## src/lfu_pkg.sv

```systemverilog
// Shared types and constants of the LFU cache with LRU tie-break.
// Used by lfu_cell and by the top level lfu_cache_lru_tiebreak.
package lfu_pkg;

   localparam int CAPACITY   = 16;
   localparam int IDX_BITS   = 4;
   localparam int COUNT_BITS = 16;
   localparam int KEY_BITS   = 32;
   localparam int DATA_BITS  = 32;
   localparam int OCC_BITS   = 5;

   localparam logic [COUNT_BITS-1:0] COUNT_MAX = {COUNT_BITS{1'b1}};

   // Commands broadcast to every cell.
   localparam logic [1:0] CMD_NONE    = 2'd0;
   localparam logic [1:0] CMD_PROMOTE = 2'd1;
   localparam logic [1:0] CMD_INSERT  = 2'd2;

   // Operations carried by a request.
   localparam logic FUNC_GET = 1'b0;
   localparam logic FUNC_PUT = 1'b1;

   typedef struct packed {
      logic [1:0]           op;
      logic [IDX_BITS-1:0]  slot;
      logic [IDX_BITS-1:0]  ref_rank;
      logic                 wr_data;
      logic                 evict;
      logic [KEY_BITS-1:0]  key;
      logic [DATA_BITS-1:0] data;
   } cmd_type;

   // Victim candidate handed from cell to cell.
   typedef struct packed {
      logic                  vld;
      logic [COUNT_BITS-1:0] count;
      logic [IDX_BITS-1:0]   rank;
      logic [IDX_BITS-1:0]   idx;
   } cand_type;

endpackage

```

## src/lfu_cell.sv

```systemverilog
// One cache entry: key, data, use count and recency rank, plus one stage
// of the victim search chain. Depends on lfu_pkg.
module lfu_cell
   import lfu_pkg::*;
(
   input  logic                  clock,
   input  logic                  reset,
   input  logic [IDX_BITS-1:0]   cell_idx,
   input  cmd_type               cmd,
   input  cand_type              cand_in,
   output cand_type              cand_out,
   output logic                  match,
   output logic                  valid,
   output logic [IDX_BITS-1:0]   rank,
   output logic [DATA_BITS-1:0]  data
);

   logic                  valid_ff, valid_in;
   logic [KEY_BITS-1:0]   key_ff, key_in;
   logic [DATA_BITS-1:0]  data_ff, data_in;
   logic [COUNT_BITS-1:0] count_ff, count_in;
   logic [IDX_BITS-1:0]   rank_ff, rank_in;
   cand_type              cand_ff, cand_in_next;
   logic                  sel;

   assign sel      = (cmd.slot == cell_idx);
   assign match    = valid_ff && (key_ff == cmd.key);
   assign valid    = valid_ff;
   assign rank     = rank_ff;
   assign data     = data_ff;
   assign cand_out = cand_ff;

   // Entry update for promote and insert commands.
   always_comb begin
      valid_in = valid_ff;
      key_in   = key_ff;
      data_in  = data_ff;
      count_in = count_ff;
      rank_in  = rank_ff;
      case (cmd.op)
         CMD_PROMOTE: begin
            if (sel) begin
               rank_in = '0;
               if (count_ff != COUNT_MAX) begin
                  count_in = count_ff + 1'b1;
               end
               if (cmd.wr_data) begin
                  data_in = cmd.data;
               end
            end else if (valid_ff && rank_ff < cmd.ref_rank) begin
               rank_in = rank_ff + 1'b1;
            end
         end
         CMD_INSERT: begin
            if (sel) begin
               valid_in = 1'b1;
               key_in   = cmd.key;
               data_in  = cmd.data;
               count_in = '0;
               rank_in  = '0;
            end else if (valid_ff) begin
               // Removal of a younger victim cancels the aging step.
               if (!(cmd.evict && rank_ff > cmd.ref_rank)) begin
                  rank_in = rank_ff + 1'b1;
               end
            end
         end
         default: begin
         end
      endcase
   end

   // Keep the better of the incoming candidate and this entry.
   always_comb begin
      cand_in_next = cand_in;
      if (valid_ff && (!cand_in.vld || count_ff < cand_in.count ||
          (count_ff == cand_in.count && rank_ff > cand_in.rank))) begin
         cand_in_next.vld   = 1'b1;
         cand_in_next.count = count_ff;
         cand_in_next.rank  = rank_ff;
         cand_in_next.idx   = cell_idx;
      end
   end

   always_ff @(posedge clock) begin
      if (reset) begin
         valid_ff <= 1'b0;
         count_ff <= '0;
         rank_ff  <= '0;
         cand_ff  <= '0;
      end else begin
         valid_ff <= valid_in;
         count_ff <= count_in;
         rank_ff  <= rank_in;
         cand_ff  <= cand_in_next;
      end
   end

   always_ff @(posedge clock) begin
      key_ff  <= key_in;
      data_ff <= data_in;
   end

endmodule

```

## src/lfu_cache_lru_tiebreak.sv

```systemverilog
// Top level of the LFU cache with LRU tie-break: control sequencer, the
// row of lfu_cell entries and the response register. Depends on lfu_pkg.
//
// Usage: a request on req_ carries a get or put (req_tuser) with key and
// value in req_tdata. Each request yields exactly one response on rsp_
// with the hit flag, the read value and the eviction flag.
// The cells compare the key in parallel. A hit, a get miss or a put that
// finds a free slot goes from the lookup state to the done state, which
// loads the response register and returns the sequencer to idle. A put
// to a full cache first runs the victim search, which walks the row of
// cells one cell per cycle, and then the eviction state, which replaces
// the victim with the new entry. One request is handled at a time;
// req_tready is high only while the sequencer is idle.
// A finished response waits in the output register while a new request
// may already be accepted; if the receiver stalls, the next result holds
// in the sequencer until the register frees.
// Reset clears all entries, the occupancy and sets capacity_in_use to 10.
// csr_wr_en writes capacity_in_use; write it only while the block is idle.
module lfu_cache_lru_tiebreak
   import lfu_pkg::*;
(
   input  logic        clock,
   input  logic        reset,
   input  logic        csr_wr_en,
   input  logic [4:0]  csr_wr_data,   // capacity_in_use
   input  logic        req_tvalid,
   output logic        req_tready,
   input  logic [63:0] req_tdata,     // [31:0] lookup_key, [63:32] store_value
   input  logic        req_tuser,     // func
   output logic        rsp_tvalid,
   input  logic        rsp_tready,
   output logic [39:0] rsp_tdata      // [0] hit, [32:1] read_value, [33] evicted
);

   localparam logic [2:0] ST_IDLE  = 3'd0;
   localparam logic [2:0] ST_LOOK  = 3'd1;
   localparam logic [2:0] ST_SCAN  = 3'd2;
   localparam logic [2:0] ST_EVICT = 3'd3;
   localparam logic [2:0] ST_DONE  = 3'd4;

   logic [2:0]            state_ff, state_in;
   logic                  func_ff;
   logic [KEY_BITS-1:0]   key_ff;
   logic [DATA_BITS-1:0]  val_ff;
   logic [OCC_BITS-1:0]   cap_ff, occ_ff, occ_in, eff_cap;
   logic [IDX_BITS:0]     scan_ff, scan_in;
   logic                  res_hit_ff, res_hit_in, res_evict_ff, res_evict_in;
   logic [DATA_BITS-1:0]  res_data_ff, res_data_in;
   logic                  rsp_valid_ff;
   logic                  rsp_hit_ff, rsp_evict_ff;
   logic [DATA_BITS-1:0]  rsp_data_ff;
   logic                  load_rsp;

   cmd_type               cmd;
   cand_type              chain [CAPACITY+1];
   logic [CAPACITY-1:0]   match_v, valid_v;
   logic [IDX_BITS-1:0]   rank_v [CAPACITY];
   logic [DATA_BITS-1:0]  data_v [CAPACITY];
   logic                  found, free_any;
   logic [IDX_BITS-1:0]   found_idx, free_idx;

   assign req_tready = (state_ff == ST_IDLE);
   assign rsp_tvalid = rsp_valid_ff;
   assign rsp_tdata  = {6'd0, rsp_evict_ff, rsp_data_ff, rsp_hit_ff};
   assign load_rsp   = (state_ff == ST_DONE) && (!rsp_valid_ff || rsp_tready);

   // Out-of-range capacity values are clamped.
   always_comb begin
      eff_cap = cap_ff;
      if (cap_ff == '0) begin
         eff_cap = OCC_BITS'(1);
      end else if (cap_ff > OCC_BITS'(CAPACITY)) begin
         eff_cap = OCC_BITS'(CAPACITY);
      end
   end

   // Row of entry cells; the candidate chain starts empty.
   assign chain[0] = '0;
   for (genvar g = 0; g < CAPACITY; g++) begin : g_cell
      lfu_cell u_cell (
         .clock    (clock),
         .reset    (reset),
         .cell_idx (IDX_BITS'(g)),
         .cmd      (cmd),
         .cand_in  (chain[g]),
         .cand_out (chain[g+1]),
         .match    (match_v[g]),
         .valid    (valid_v[g]),
         .rank     (rank_v[g]),
         .data     (data_v[g])
      );
   end

   // Hit index and lowest free slot.
   always_comb begin
      found     = 1'b0;
      found_idx = '0;
      free_any  = 1'b0;
      free_idx  = '0;
      for (int i = CAPACITY - 1; i >= 0; i--) begin
         if (match_v[i]) begin
            found     = 1'b1;
            found_idx = IDX_BITS'(i);
         end
         if (!valid_v[i]) begin
            free_any = 1'b1;
            free_idx = IDX_BITS'(i);
         end
      end
   end

   // Sequencer and cell commands.
   always_comb begin
      state_in     = state_ff;
      occ_in       = occ_ff;
      scan_in      = scan_ff;
      res_hit_in   = res_hit_ff;
      res_evict_in = res_evict_ff;
      res_data_in  = res_data_ff;
      cmd          = '0;
      cmd.op       = CMD_NONE;
      cmd.key      = key_ff;
      cmd.data     = val_ff;
      case (state_ff)
         ST_IDLE: begin
            if (req_tvalid) begin
               state_in = ST_LOOK;
            end
         end
         ST_LOOK: begin
            res_hit_in   = 1'b0;
            res_evict_in = 1'b0;
            res_data_in  = '0;
            state_in     = ST_DONE;
            if (found) begin
               cmd.op       = CMD_PROMOTE;
               cmd.slot     = found_idx;
               cmd.ref_rank = rank_v[found_idx];
               cmd.wr_data  = (func_ff == FUNC_PUT);
               res_hit_in   = 1'b1;
               if (func_ff == FUNC_GET) begin
                  res_data_in = data_v[found_idx];
               end
            end else if (func_ff == FUNC_PUT) begin
               if (occ_ff >= eff_cap || !free_any) begin
                  state_in = ST_SCAN;
                  scan_in  = '0;
               end else begin
                  cmd.op   = CMD_INSERT;
                  cmd.slot = free_idx;
                  occ_in   = occ_ff + 1'b1;
               end
            end
         end
         ST_SCAN: begin
            scan_in = scan_ff + 1'b1;
            if (scan_ff == (IDX_BITS+1)'(CAPACITY - 1)) begin
               state_in = ST_EVICT;
            end
         end
         ST_EVICT: begin
            cmd.op       = CMD_INSERT;
            cmd.slot     = chain[CAPACITY].idx;
            cmd.ref_rank = chain[CAPACITY].rank;
            cmd.evict    = 1'b1;
            res_evict_in = 1'b1;
            state_in     = ST_DONE;
         end
         ST_DONE: begin
            if (load_rsp) begin
               state_in = ST_IDLE;
            end
         end
         default: begin
            state_in = ST_IDLE;
         end
      endcase
   end

   always_ff @(posedge clock) begin
      if (reset) begin
         state_ff     <= ST_IDLE;
         occ_ff       <= '0;
         cap_ff       <= OCC_BITS'(10);
         scan_ff      <= '0;
         rsp_valid_ff <= 1'b0;
      end else begin
         state_ff <= state_in;
         occ_ff   <= occ_in;
         scan_ff  <= scan_in;
         if (csr_wr_en) begin
            cap_ff <= csr_wr_data;
         end
         if (load_rsp) begin
            rsp_valid_ff <= 1'b1;
         end else if (rsp_tready) begin
            rsp_valid_ff <= 1'b0;
         end
      end
   end

   // Request capture and result payload.
   always_ff @(posedge clock) begin
      if (req_tvalid && req_tready) begin
         func_ff <= req_tuser;
         key_ff  <= req_tdata[31:0];
         val_ff  <= req_tdata[63:32];
      end
      res_hit_ff   <= res_hit_in;
      res_evict_ff <= res_evict_in;
      res_data_ff  <= res_data_in;
      if (load_rsp) begin
         rsp_hit_ff   <= res_hit_ff;
         rsp_evict_ff <= res_evict_ff;
         rsp_data_ff  <= res_data_ff;
      end
   end

   // Occupancy tracks the valid entries and stays within the row.
   assert property (@(posedge clock) disable iff (reset)
      occ_ff <= OCC_BITS'(CAPACITY))
      else $error("occupancy above capacity");

   assert property (@(posedge clock) disable iff (reset)
      $countones(valid_v) == int'(occ_ff))
      else $error("occupancy differs from valid entries");

   // The victim search always ends on a valid entry.
   assert property (@(posedge clock) disable iff (reset)
      state_ff == ST_EVICT |-> chain[CAPACITY].vld && valid_v[chain[CAPACITY].idx])
      else $error("eviction without a valid victim");

   // An accepted request goes straight to the lookup.
   assert property (@(posedge clock) disable iff (reset)
      req_tvalid && req_tready |=> state_ff == ST_LOOK)
      else $error("accepted request not looked up");

endmodule

```

## config.mk

```make
export PLATFORM = sky130hd
export DESIGN_NAME = lfu_cache_lru_tiebreak
export DESIGN_NICKNAME = d
export VERILOG_FILES = /design/src/lfu_pkg.sv /design/src/lfu_cell.sv /design/src/lfu_cache_lru_tiebreak.sv
export SDC_FILE = /design/constraint.sdc
export NUM_CORES = 2
export LEC_CHECK = 0
export BUFFER_PORTS_ARGS = -buffer_cell sky130_fd_sc_hd__buf_2
export CORE_MARGIN = 4
export CORE_UTILIZATION = 40
export DETAILED_ROUTE_END_ITERATION = 10
export HOLD_SLACK_MARGIN = 0.08
export SLEW_MARGIN = 15
export SYNTH_ARGS = -nofsm -noshare
export SYNTH_HDL_FRONTEND = slang
export SYNTH_SLANG_ARGS = --single-unit
```

## constraint.sdc

```tcl
create_clock -name clock -period 7.05 [get_ports clock]
set_input_delay 0.705 -clock clock [delete_from_list [all_inputs] [get_ports clock]]
set_output_delay 0.705 -clock clock [all_outputs]
set_load 0.01 [all_outputs]
```

== After elaboration in Yosys (flattened, before gate mapping) ==
Cells that the tools add are included.
W data, S select, Z words.

* Register bits after elaboration: 1895
* Bits in latches: 0
* Memory bits (writable): 0
* Bits in read-only memories: 0
* Word-level logic and storage cells: 983
* Memories: 0

* $add $sub $neg: 34
* Multiply operators: 0
* Divide/modulo/power cells: 0
* Order comparisons: 65
* Eq/ne operators: 172
* Shift operators: 0
* Mux-type cells: 319
* Bitwise operators: 4
* Reduce and logical (&&, ||, !) cells: 219

{| class="wikitable"
|+ Operators with widths
! operator !! number
|-
| $mux W32 || 35
|-
| $pmux W32 S2 || 16
|-
| $mux W16 || 48
|-
| $eq A32 B32 Y1 || 16
|-
| $pmux W16 S2 || 16
|-
| $mux W4 || 114
|-
| $mux W25 || 15
|-
| $add A16 B1 Y16 const B || 16
|-
| $ne A16 B16 Y1 const B || 16
|-
| $eq A16 B16 Y1 || 15
|-
| $lt A16 B16 Y1 || 15
|-
| $reduce_and A4 Y1 || 50
|-
| $bmux W32 S4 || 1
|-
| $pmux W4 S2 || 16
|-
| $gt A4 B4 Y1 || 31
|-
| $ne A2 B1 Y1 const B || 48
|-
| $ne A3 B1 Y1 const B || 32
|-
| $logic_and A1 B1 Y1 || 80
|-
| $add A4 B1 Y4 const B || 16
|-
| $lt A4 B4 Y1 || 16
|-
| $ne A3 B2 Y1 const B || 16
|-
| $mux W1 || 37
|-
| $eq A4 B4 Y1 const B || 8
|-
| $logic_or A1 B1 Y1 || 32
|-
| other kinds (33) || 108
|}

== Depth between registers and ports, before layout ==
* Word-level depth: 30
* Depth in mapped cells: 27

== Cells and area by module ==
A second synthesis with hierarchy kept.

* Cells, all modules: 8115
* Area, all modules: 90199.0 um2

{| class="wikitable"
|+ Modules (own cells, without submodules)
! module !! instances !! cells each !! area an instance (um2)
|-
| lfu_cell at g_cell[0].u_cell ... || 11 || 431 || 4993.5
|-
| lfu_cell at g_cell[5].u_cell ... || 5 || 406 || 4895.9
|-
| lfu_cache_lru_tiebreak || 1 || 1344 || 10790.3
|}

== Least setup slack after synthesis ==
Ideal clock, no wire load.

* Kind: reg-to-reg
* Start: register key_ff[31]
* End: register g_cell[13].u_cell.rank_ff[3]
* Arrival time: 6.521 ns
* Required time: 6.980 ns
* Setup slack: 0.459 ns
* Cell stages (with the launch flop): 23
* Path buffers: 4
* Clock period less this slack: 6.591 ns
* Cell sequence: edfxtp_1 buf_2 buf_2 xor2_1 or4_1 or4_1 o221a_2 o21ai_1 clkbuf_1 clkbuf_1 mux2i_1 mux2i_1 o31ai_1 ha_1 nor2b_1 o21ai_0 nand2b_1 a21oi_1 o21ai_0 nand2_1 and4_1 or4b_1 a21oi_1

* Word-level cells in the longest chain between the ends: 28

{| class="wikitable"
|+ RTL lines
! element !! RTL line !! source
|-
| start: declaration || lfu_cache_lru_tiebreak.sv:43 || <nowiki>logic [KEY_BITS-1:0] key_ff;</nowiki>
|-
| start signal: assignment || lfu_cache_lru_tiebreak.sv:206 || <nowiki>key_ff <= req_tdata[31:0];</nowiki>
|-
| $eq A32 B32 Y1 || lfu_cell.sv:27 || <nowiki>assign match = valid_ff && (key_ff == cmd.key);</nowiki>
|-
| $logic_and A1 B1 Y1 || lfu_cell.sv:27 ||
|-
| $mux W4 (16 in a row) || lfu_cache_lru_tiebreak.sv:101 || <nowiki>if (match_v[i]) begin</nowiki>
|-
| $not A4 Y5 (implied by the code) || lfu_cache_lru_tiebreak.sv:138 || <nowiki>cmd.ref_rank = rank_v[found_idx];</nowiki>
|-
| $bmux W4 S4 || lfu_cache_lru_tiebreak.sv:138 ||
|-
| $mux W4 (implied by the code) (2 in a row) || lfu_cache_lru_tiebreak.sv:138 ||
|-
| $mux W5 || lfu_cache_lru_tiebreak.sv:135 || <nowiki>if (found) begin</nowiki>
|-
| $pmux W10 S2 * || lfu_cache_lru_tiebreak.sv:124 || <nowiki>case (state_ff)</nowiki>
|-
| $gt A4 B4 Y1 or $lt A4 B4 Y1 (tied branches) || lfu_cell.sv:63, lfu_cell.sv:50 ||
|-
| $logic_and A1 B1 Y1 (on tied branches) || lfu_cell.sv:63, lfu_cell.sv:50 ||
|-
| $ne A3 B2 Y1 (no source line) or $ne A3 B1 Y1 (tied branches) || -- ||
|-
| $reduce_and A4 Y1 (no source line) || -- ||
|-
| end signal: assignment || lfu_cell.sv:94 || <nowiki>rank_ff <= rank_in;</nowiki>
|-
| end: declaration || lfu_cell.sv:22 || <nowiki>logic [IDX_BITS-1:0] rank_ff, rank_in;</nowiki>
|}

Every way passes the cells marked *; elsewhere a longest branch is shown, timed or not. The select of a mux whose other input is x is not followed.
A chain may end at the register's enable or synchronous reset.

== Worst setup path after layout ==
* Start: register key_ff[5]
* End: register g_cell[8].u_cell.rank_ff[2]

* Word-level cells in the longest chain between the ends: 28

{| class="wikitable"
|+ RTL lines
! element !! RTL line
|-
| $eq A32 B32 Y1 || lfu_cell.sv:27
|-
| $logic_and A1 B1 Y1 || lfu_cell.sv:27
|-
| $mux W4 (16 in a row) || lfu_cache_lru_tiebreak.sv:101
|-
| $not A4 Y5 (implied by the code) || lfu_cache_lru_tiebreak.sv:138
|-
| $bmux W4 S4 || lfu_cache_lru_tiebreak.sv:138
|-
| $mux W4 (implied by the code) (2 in a row) || lfu_cache_lru_tiebreak.sv:138
|-
| $mux W5 || lfu_cache_lru_tiebreak.sv:135
|-
| $pmux W10 S2 * || lfu_cache_lru_tiebreak.sv:124
|-
| $gt A4 B4 Y1 or $lt A4 B4 Y1 (tied branches) || lfu_cell.sv:63, lfu_cell.sv:50
|-
| $logic_and A1 B1 Y1 (on tied branches) || lfu_cell.sv:63, lfu_cell.sv:50
|-
| $ne A3 B2 Y1 (no source line) or $ne A3 B1 Y1 (tied branches) || --
|-
| $reduce_and A4 Y1 (no source line) || --
|-
| end signal: assignment || lfu_cell.sv:94
|-
| end: declaration || lfu_cell.sv:22
|}

Marks and branches as above.

==> metrics <==
die height=480 um; final setup fails=0; Internal Power=around 0.018 W; synthesized instance count=just under 8000; CTS root buffer=clkbuf_16; clk_skew=0.0855 ns; CTS Buffer Depth=3; routed vias=64900; DR pass1 iterations=6; all-layer global routing usage=0.218; Post-Syn Area=a little under 0.09 sq mm; total gr overflow=0; Critical Path End Type=flop; switching share of power=0.228; Skew-Pair Late Insertion Delay=0.86 ns; Setup WS post-layout=0.289 ns; Syn Area/Cell=11.3 sq um; Yosys reg bits=1880; area share of fa/ha/maj cells after synthesis=0.0569; Hold WC Path Type=in2reg; die width=between 400 and 500 um; Clk pwr share=0.450; Post-synth ARST share=0; Routed WL=260000 um; largest family of logic cells by synthesized area=simple AND/OR/NAND/NOR gates; Power Density=232 mW/mm^2; Placement Setup Slack=0.313 ns; DP Area=about 0.094 sq mm; final hold viol count=0; top post-synthesis cells by area=edfxtp_1 39%, dfxtp_1 16%, mux2i_1 6.1%, ha_1 5.7%, xor2_1 3.9%; ANT nets after route=0; post-route setup TNS=0 ns; fin crit period=6.76 ns; first-pass GRT wire length=about 390000 um; Layout fillers=just over 20000; Seq pwr share=0.503; final clock period utilization by the worst path=0.959; htree depth=4; largest net degree at the start of global routing=178; worst hold margin=between 0.2 and 0.25 ns; Final Max Slew Viols=0; worst-case vdd ir drop=0.282 mV; Max-slew headroom=0.128; Worst Tran Pin Value=1.30 ns; port buffer count=110; setup repair after global routing missed its margin=false; Inst Count DP=10800; Synth top area share=0.389; final instance area=0.102 sq mm; post-synthesis mux area share=0.0625; logic gate share of total power=0.046; critical path type=reg2reg; Psw=0.00538 W; number of gates resized after cts=0; row count=173; commonest cells in the netlist=1157 x edfxtp_1, 723 x dfxtp_1, 614 x a21oi_1; Yosys top cell by area=edfxtp_1; core area=0.222 sq mm; # clock sinks=1880; register area share after synthesis=0.552; Data required, critical path=7.77 ns; CP startpoint kind=flop; RePlAce Congestion=0.886; yosys warns=0; wire per inst=23.2 um; Initial Utilization=0.402; nets=8556; Remaining DRCs=0; die area=~0.23 sq mm; via count of the first global-routing pass=63400; crit-path max FO=15; via/cell ratio=5.79; LEAKAGE=34.2 nW; top-count cell post-synth=edfxtp_1; max-cap violation count=0; Post-Synth XOR/XNOR Area=0.0502; most common flop cell mapped by yosys=edfxtp_1; CP arrival=7.48 ns; share of post-route cells with drive strength above 1=0.0968; complex-gate fraction of the synthesized area=0.113; Post-Synth Simple-Gate Area=0.128; hpwl dp=169000 um; fin cells=11200; P&R area growth vs syn=14.2%; count of cell types in the netlist=approximately 90; Post-synth EDFFs=1157; TritonCTS clock tree=built; top-level I/O count=117; Iter 0 DRT Violations=5944; Clock Pin Slew Worst Setup and Hold Paths=0.06 ns; Max Clock Freq=148 MHz; Num CTS Buffers=between 150 and 200; status=complete, no violations; initial antenna violation count=8
registers in the layout, summed over array words and instances (netlist names), 3 cells and up:
register / count
g_cell.u_cell.count_ff: 256
key_ff: 32
g_cell.u_cell.data: 512
g_cell.u_cell.key_ff: 512
state_ff: 3
cap_ff: 5
g_cell.u_cell.rank: 64
occ_ff: 5
val_ff: 32
g_cell.u_cell.valid: 16
scan_ff: 5
g_cell.u_cell.cand_out: 368
rsp_data_ff: 32
res_data_ff: 32
metal layers:
layer / global-route usage / wire length, um / vias up
met5: 0 / 12 / -
met4: 0.0710 / 7910 / 2
met3: 0.0335 / 16100 / 419
met2: 0.351 / 120000 / 2248
met1: 0.302 / 116000 / 32300
li1: - / - / 29900
placed cells by master, fill, tap and decap left out, types with 112 or more instances in the layout:
cell type,n
edfxtp_1,1157
dfxtp_1,723
a21oi_1,606
mux2i_1,547
o21ai_0,484
nand3_1,449
ha_1,405
xor2_1,395
inv_1,385
nor2_1,216
nand4_1,213
nand2_1,207
buf_4,206
clkbuf_16,199
nor4_1,185
or4_1,131
xnor2_1,116
or3_1,112
path summary, 6_finish.rpt:
check,start,endpoint,slack (ns),cells past startpoint
max reg2reg,key_ff[5]$_DFFE_PP_,g_cell[8].u_cell.rank[2]$_SDFFE_PP0P_,0.29,21
max,key_ff[5]$_DFFE_PP_,g_cell[8].u_cell.rank[2]$_SDFFE_PP0P_,0.29,21
min,csr_wr_en,cap_ff[1]$_SDFFE_PP1P_,0.21,3
min reg2reg,res_data_ff[14]$_SDFFCE_PP0P_,rsp_data_ff[14]$_DFFE_PP_,0.41,0
timing repair:
| action | in CTS | in global routing |
|---|---|---|
| buffers inserted | 0 | 18 |
| hold buffers | 70 | 0 |
| endpoints found under the hold margin | 70 | 0 |
| endpoints found under the setup margin | 0 | 47 |
power by group through the flow:
| stage | logic [W] | registers [W] | clock network (W) |
|---|---|---|---|
| floorplan | 0.000600 | 0.0121 | 0 |
| global placement | 0.00100 | 0.0121 | 0 |
| detailed placement | 0.00102 | 0.0121 | 0 |
| CTS | 0.00105 | 0.0119 | 0.0108 |
| global route | 0.00116 | 0.0119 | 0.0113 |
| finish | 0.00109 | 0.0119 | 0.0106 |
kinds of logic (layout without fill, tap and decap cells):
logic type / count (synthesis) / after routing
simple gates: 2025 / 2025
compound gates: 1671 / 1671
fa+ha+maj: 406 / 406
flops: 1880 / 1880
other cells: 1 / 12
buf+inv: 846 / 1179
xor+xnor: 511 / 511
mux: 556 / 556
final cells by class:
type / instances / area, sq um / share of cell area
diodes: 6 / 15.0 / 0.000147
clock buffers: 266 / 5420 / 0.0532
clock inverters: 92 / 1200 / 0.0118
inverters: 389 / 1460 / 0.0143
multi-input cells: 5175 / 37100 / 0.364
flip-flops and latches: 1880 / 49200 / 0.483
well taps: 2975 / 3720 / 0.0365
repair buffers: 432 / 3730 / 0.0366
stage by stage:
stage / power (W) / util
6_report: 0.0236 / 0.459
5_1_grt: 0.0244 / 0.459
4_1_cts: 0.0238 / 0.458
3_5_place_dp: 0.0132 / 0.425
3_3_place_gp: 0.0131 / 0.425
2_1_floorplan: 0.0127 / -
worst max-delay path, cell delays in order, from the launching register on:
cell       delay (ns)
edfxtp_1         0.90
xor2_1           0.19
nor4_1           0.33
nand4_1          0.19
or4_1            0.65
a221oi_1         0.34
o2111ai_1        0.44
a21oi_4          0.67
buf_4            0.26
mux2i_1          0.22
a211o_1          0.14
o211ai_1         0.12
a21oi_2          0.31
buf_4            0.24
ha_1             0.25
and4_1           0.15
o21ai_0          0.16
a21oi_1          0.09
a31oi_1          0.31
o41ai_2          0.21
a21boi_0         0.18
o32ai_1          0.27
No activity file was read; power rests on OpenSTA's default activity.
